===== config.mk =====
export PLATFORM = sky130hd
export DESIGN_NAME = llst_cell
export DESIGN_NICKNAME = d
export VERILOG_FILES = /design/src/rtl/least_loaded_server_table_core_macros.svh /design/src/rtl/llst_pkg.sv /design/src/rtl/llst_cell.sv
export SDC_FILE = /design/constraint.sdc
export NUM_CORES = 1
export LEC_CHECK = 0
export ABC_AREA = 1
export BUFFER_PORTS_ARGS = -buffer_cell sky130_fd_sc_hd__buf_2
export CORE_MARGIN = 8
export CORE_UTILIZATION = 50
export CTS_BUF_LIST = sky130_fd_sc_hd__clkbuf_2 sky130_fd_sc_hd__clkbuf_4 sky130_fd_sc_hd__clkbuf_8
export CTS_CLUSTER_DIAMETER = 200
export CTS_CLUSTER_SIZE = 40
export DETAILED_ROUTE_END_ITERATION = 7
export GPL_ROUTABILITY_DRIVEN = 0
export HOLD_SLACK_MARGIN = 0.12
export PLACE_DENSITY = 0.94
export SETUP_SLACK_MARGIN = 0.02
export SLEW_MARGIN = 20
export SYNTH_ARGS = -nofsm -noshare
export SYNTH_HDL_FRONTEND = slang
export SYNTH_SLANG_ARGS = --single-unit

===== constraint.sdc =====
create_clock -name clock -period 5.8 [get_ports clock]
set_clock_uncertainty 0.1 [all_clocks]
set_input_delay 0.58 -clock clock [delete_from_list [all_inputs] [get_ports clock]]
set_output_delay 0.58 -clock clock [all_outputs]
set_load 0.02 [all_outputs]

===== src/rtl/least_loaded_server_table_core_macros.svh =====
// Assertion macros for the least-loaded server table core.
`ifndef LEAST_LOADED_SERVER_TABLE_CORE_MACROS_SVH
`define LEAST_LOADED_SERVER_TABLE_CORE_MACROS_SVH

// Same-cycle implication, off while reset is high.
`define LLST_ASSERT_NOW(lbl, clk, rst, ante, cons, msg) \
   lbl: assert property (@(posedge clk) disable iff (rst) (ante) |-> (cons)) \
      else $error(msg);

// Next-cycle implication, off while reset is high.
`define LLST_ASSERT_NEXT(lbl, clk, rst, ante, cons, msg) \
   lbl: assert property (@(posedge clk) disable iff (rst) (ante) |=> (cons)) \
      else $error(msg);

`endif


===== src/rtl/llst_pkg.sv =====
// Shared constants, types and helpers for the least-loaded server table.
package llst_pkg;

   localparam int ENTRIES    = 16;
   localparam int COUNT_BITS = 16;
   localparam int IDX_W      = (ENTRIES > 1) ? $clog2(ENTRIES) : 1;
   localparam int ID_W       = 32;
   localparam int FUNC_W     = 3;
   localparam int RSP_CNT_W  = 16;
   localparam int LIM_W      = COUNT_BITS + 32;

   localparam logic [31:0]           LOAD_LIMIT = 32'd9999;
   localparam logic [COUNT_BITS-1:0] COUNT_MAX  = {COUNT_BITS{1'b1}};

   localparam logic [FUNC_W-1:0] FUNC_INIT   = 3'd0;
   localparam logic [FUNC_W-1:0] FUNC_ADD    = 3'd1;
   localparam logic [FUNC_W-1:0] FUNC_SUB    = 3'd2;
   localparam logic [FUNC_W-1:0] FUNC_REMOVE = 3'd3;
   localparam logic [FUNC_W-1:0] FUNC_QUERY  = 3'd4;
   localparam logic [FUNC_W-1:0] FUNC_PICK   = 3'd5;

   // Scan record passed down the cell row.
   typedef struct packed {
      logic                  valid;
      logic [FUNC_W-1:0]     func;
      logic [ID_W-1:0]       server_id;
      logic [ID_W-1:0]       key;
      logic                  hit;
      logic [IDX_W-1:0]      hit_idx;
      logic [COUNT_BITS-1:0] hit_count;
      logic                  free_found;
      logic [IDX_W-1:0]      free_idx;
      logic                  best_found;
      logic [COUNT_BITS-1:0] best_count;
      logic [ID_W-1:0]       best_id;
   } carry_type;

   // Write-back to one cell.
   typedef struct packed {
      logic                  en;
      logic [IDX_W-1:0]      idx;
      logic                  valid;
      logic [ID_W-1:0]       id;
      logic [COUNT_BITS-1:0] count;
   } wr_type;

   function automatic logic below_limit(input logic [COUNT_BITS-1:0] c);
      logic [LIM_W-1:0] w;
      w = {32'b0, c};
      return w < LIM_W'(LOAD_LIMIT);
   endfunction

   function automatic logic [RSP_CNT_W-1:0] rsp_count(input logic [COUNT_BITS-1:0] c);
      logic [RSP_CNT_W+COUNT_BITS-1:0] w;
      w = {{RSP_CNT_W{1'b0}}, c};
      return w[RSP_CNT_W-1:0];
   endfunction

endpackage


===== src/rtl/llst_cell.sv =====
// One table slot: holds an entry and updates the scan record passing through.
module llst_cell (
   input  logic                          clock,
   input  logic                          reset,
   input  logic [llst_pkg::IDX_W-1:0]    cell_index,
   input  llst_pkg::carry_type           up_carry,
   output llst_pkg::carry_type           dn_carry,
   input  llst_pkg::wr_type              wr
);

   logic                            valid_ff;
   logic [llst_pkg::ID_W-1:0]       id_ff;
   logic [llst_pkg::COUNT_BITS-1:0] count_ff;
   llst_pkg::carry_type             carry_ff;
   llst_pkg::carry_type             carry_in;
   logic                            take_best;

   always_comb begin
      take_best = valid_ff && llst_pkg::below_limit(count_ff) &&
                  (!up_carry.best_found || (count_ff < up_carry.best_count) ||
                   ((count_ff == up_carry.best_count) && (id_ff < up_carry.best_id)));
      carry_in = up_carry;
      if (up_carry.valid) begin
         if (valid_ff && (id_ff == up_carry.key) && !up_carry.hit) begin
            carry_in.hit       = 1'b1;
            carry_in.hit_idx   = cell_index;
            carry_in.hit_count = count_ff;
         end
         if (!valid_ff && !up_carry.free_found) begin
            carry_in.free_found = 1'b1;
            carry_in.free_idx   = cell_index;
         end
         if (take_best) begin
            carry_in.best_found = 1'b1;
            carry_in.best_count = count_ff;
            carry_in.best_id    = id_ff;
         end
      end
   end

   always_ff @(posedge clock) begin
      if (reset) begin
         carry_ff <= '0;
      end else begin
         carry_ff <= carry_in;
      end
   end

   always_ff @(posedge clock) begin
      if (reset) begin
         valid_ff <= 1'b0;
      end else if (wr.en && (wr.idx == cell_index)) begin
         valid_ff <= wr.valid;
      end
   end

   always_ff @(posedge clock) begin
      if (wr.en && (wr.idx == cell_index)) begin
         id_ff    <= wr.id;
         count_ff <= wr.count;
      end
   end

   assign dn_carry = carry_ff;

endmodule

==> results.ini <==
[cts]
cts_made_buffers=17
cts.path.max_buffers=2
resized_gates_after_cts=0
postCtsHoldBufs=0
cts.sink_count=192
cts_root_buf=clkbuf_8
cts_max_level=4
tritoncts_clock_tree=done
cts_setup_buffers=0
worst_setup_hold_path_clk_slew_ns=0.11
clk_latency_ns=0.45

[logic_synthesis]
synth-edff-count=48
synth-compound-area-share=0.0718
ys_async_sr_fraction=0
ys.warnings.count=0
ys_dominant_reg_cell=dfxtp_1
synth-simple-area-share=0.201
synth_largest_area_cell=dfxtp_1
synthMuxAreaShare=0
cell_area_after_synthesis_mm2=0.00838
post-synth-top-count-cell=inv_1
post_synth_num_cell_types=31
syn_inst=1035
post_synth_main_area_contributors=dfxtp_1, edfxtp_1, inv_1
yosys_reg_bits=192
synth-xor-area-share=0.0115
commonest_cells_in_the_netlist=inv_1, nor2_1, nand2_1, dfxtp_1, a21oi_1
synth_top_area_frac=0.344
portion_of_the_post_synthesis_area_used_by_sequential_elements=0.516
mappedNetlistNets=1285
synth_top_family_by_area=simple AND/OR/NAND/NOR gates
synth-adder-area-share=0.0701
postSynthAreaPerCell_um2=8.10

[place]
io_buffers=345
hpwl_after_dpl_um=20200
dpl.cell_count=1561

[worst_setup_path]
timing.critical_path.slowest_stage_cell=nor2_2
timing.critical_path.to=dn_carry[65]$_SDFF_PP0_
worstRegToRegCells=9
cp_data_required_time_ns=6.08
worst-path-max-fanout=22
r2r_setup_slack_ns=2.88
rr_endpoint=dn_carry[65]$_SDFF_PP0_
worstSetupStartpoint=id_ff[13]$_DFFE_PP_
worst_path_buffer_plus_inverter_count=1
worst-setup-path-type=register to register
critPathTopFamily=simple AND/OR/NAND/NOR gates
cp_data_arrival_time_ns=3.20
number_of_cells_on_the_critical_path=9
worst_setup_path_start_kind=register
endpoint_kind=register
reg2reg_from=id_ff[13]$_DFFE_PP_
worst_path_cell_trace=nand2_1 > nand4_1 > nor3_1 > nand4_1 > nor2_2 > nand3_2 > nand2_1 > inv_1 > nor2_1
worst_path_largest_cell_delay_ns=0.68

[pwr]
power_density_mw_per_mm2=259
power.static_leakage_nw=5.96
peakVddDrop_uv=185
total_power_mw=2.74

[die]
die_y_um=145
floorplan.io_pins=346
core-area_mm2=0.0165
die_w_um=145
row_count=47
die_area_mm2=0.0212
initial_core_utilization=0.509

[timing]
relSlewSlack=0.335
worst_pin_slew_ns=0.997
min_period_over_period=0.503
final-setup-viol-count=0
clock.fmax_mhz=343
finalWorstPathRequiredPeriod_ns=2.92
report.final.hold_viol_count=0
final.setup.tns_ns=0
slew_limit_fails=0
rsz_0062_raised_after_global_routing=no

[global_routing]
grt_antenna_before_repair=3
gr-usage-met3=0.0780
grtUsageMet2=0.427
grt_first_pass_wirelength_um=40500
grt_overflow_total=0
grt_start_max_net_pins=94
grt.total_usage=0.236
globalRouteMet1Util=0.245
first_global_vias=8057
grt.busiest_layer=met2

[drt]
ant_nets=0
detailroute.via_count=7850
drt_drc_violations_left=0
drt-initial-drc-count=378
postRouteWirelength_um=26000
drt_first_pass_iters=5
routedWlPerCell_um=16.3
viasPerCell=4.92

[final_layout]
layout_cells_sized_above_1=0.284
num-nets-final=1610
post_layout_nonfiller_instances=1596
layout-area-overhead-vs-synth_pct=26.5

[status]
result_of_the_run=completed

[min_path]
timing.hold.worst.class=input pin to register

[job]
cap_viol_max_count=0

[metal layers]
metal | up-vias | share of wire
met5 | - | 0
met4 | 0 | 0.035
met3 | 65 | 0.092
met2 | 366 | 0.51
met1 | 3556 | 0.36
li1 | 3863 | -
[state kept, by name, indices dropped and copies added (netlist names)]
register / cells
dn_carry: 143
id_ff: 32
valid_ff: 1
count_ff: 16
[power by group]
group / internal [mW] / switching (mW) / leakage (nW) / total, mW
combinational: 0.153 / 0.257 / 4.12 / 0.411
clock: 0.369 / 0.500 / 0.206 / 0.868
sequential: 1.44 / 0.0251 / 1.63 / 1.46
total: 1.96 / 0.782 / 5.96 / 2.74
[cell families after synthesis]
| kind of cell | Yosys count |
|---|---|
| AO/OA/AOI/OAI | 112 |
| XOR/XNOR | 11 |
| adder cells (fa/ha/maj) | 47 |
| buffers and inverters | 271 |
| flip-flops | 192 |
| AND/OR/NAND/NOR | 402 |
[layout make-up]
class	count	area (um^2)
clock inverter	14	144
timing repair buffer	349	1760
tap	220	275
inverter	228	856
multi-input combinational	572	2990
fill	1347	5860
sequential	192	4320
antenna	3	7.51
clock buffer	18	248
[through the flow]
stage	area (um^2)	hold WS [ns]	utilization	setup slack (ns)
detailed placement	10200	0.513	0.620	2.65
CTS	10600	0.170	0.643	2.86
global placement	10200	0.480	0.620	2.69
finish	10600	0.203	0.644	2.88
global route	10600	0.158	0.644	2.58
floorplan	8380	0.432	-	0.867
[cells in the final DEF (no fill, tap or decap), types with 2 or more instances in the layout]
cell type	count
clkinv_4	3
nor3_1	4
nand4_1	30
o21ai_0	13
o2111ai_1	2
diode_2	3
o22ai_1	10
nand3_1	57
edfxtp_1	48
a21oi_1	79
nand2_1	150
ha_1	47
clkbuf_8	18
dfxtp_1	144
a211oi_1	2
buf_4	4
buf_2	345
xor2_1	8
xnor2_1	3
nor2_2	2
inv_2	2
inv_8	4
inv_1	226
nor2_1	154
clkinv_2	2
o21a_1	2
inv_6	3
[worst min-delay path by stage]
stage | end | startpoint | cells after the start | slack (ns)
6_report | id_ff[2]$_DFFE_PP_ | wr[18] | 1 | 0.20
5_1_grt | id_ff[20]$_DFFE_PP_ | wr[36] | 1 | 0.16
4_1_cts | id_ff[2]$_DFFE_PP_ | wr[18] | 1 | 0.17
3_5_place_dp | valid_ff$_SDFFE_PP0P_ | valid_ff$_SDFFE_PP0P_ | 2 | 0.51
3_3_place_gp | dn_carry[53]$_SDFF_PP0_ | valid_ff$_SDFFE_PP0P_ | 3 | 0.48
2_1_floorplan | dn_carry[53]$_SDFF_PP0_ | valid_ff$_SDFFE_PP0P_ | 3 | 0.43
Note: power is estimated with default switching activity, not from simulation.
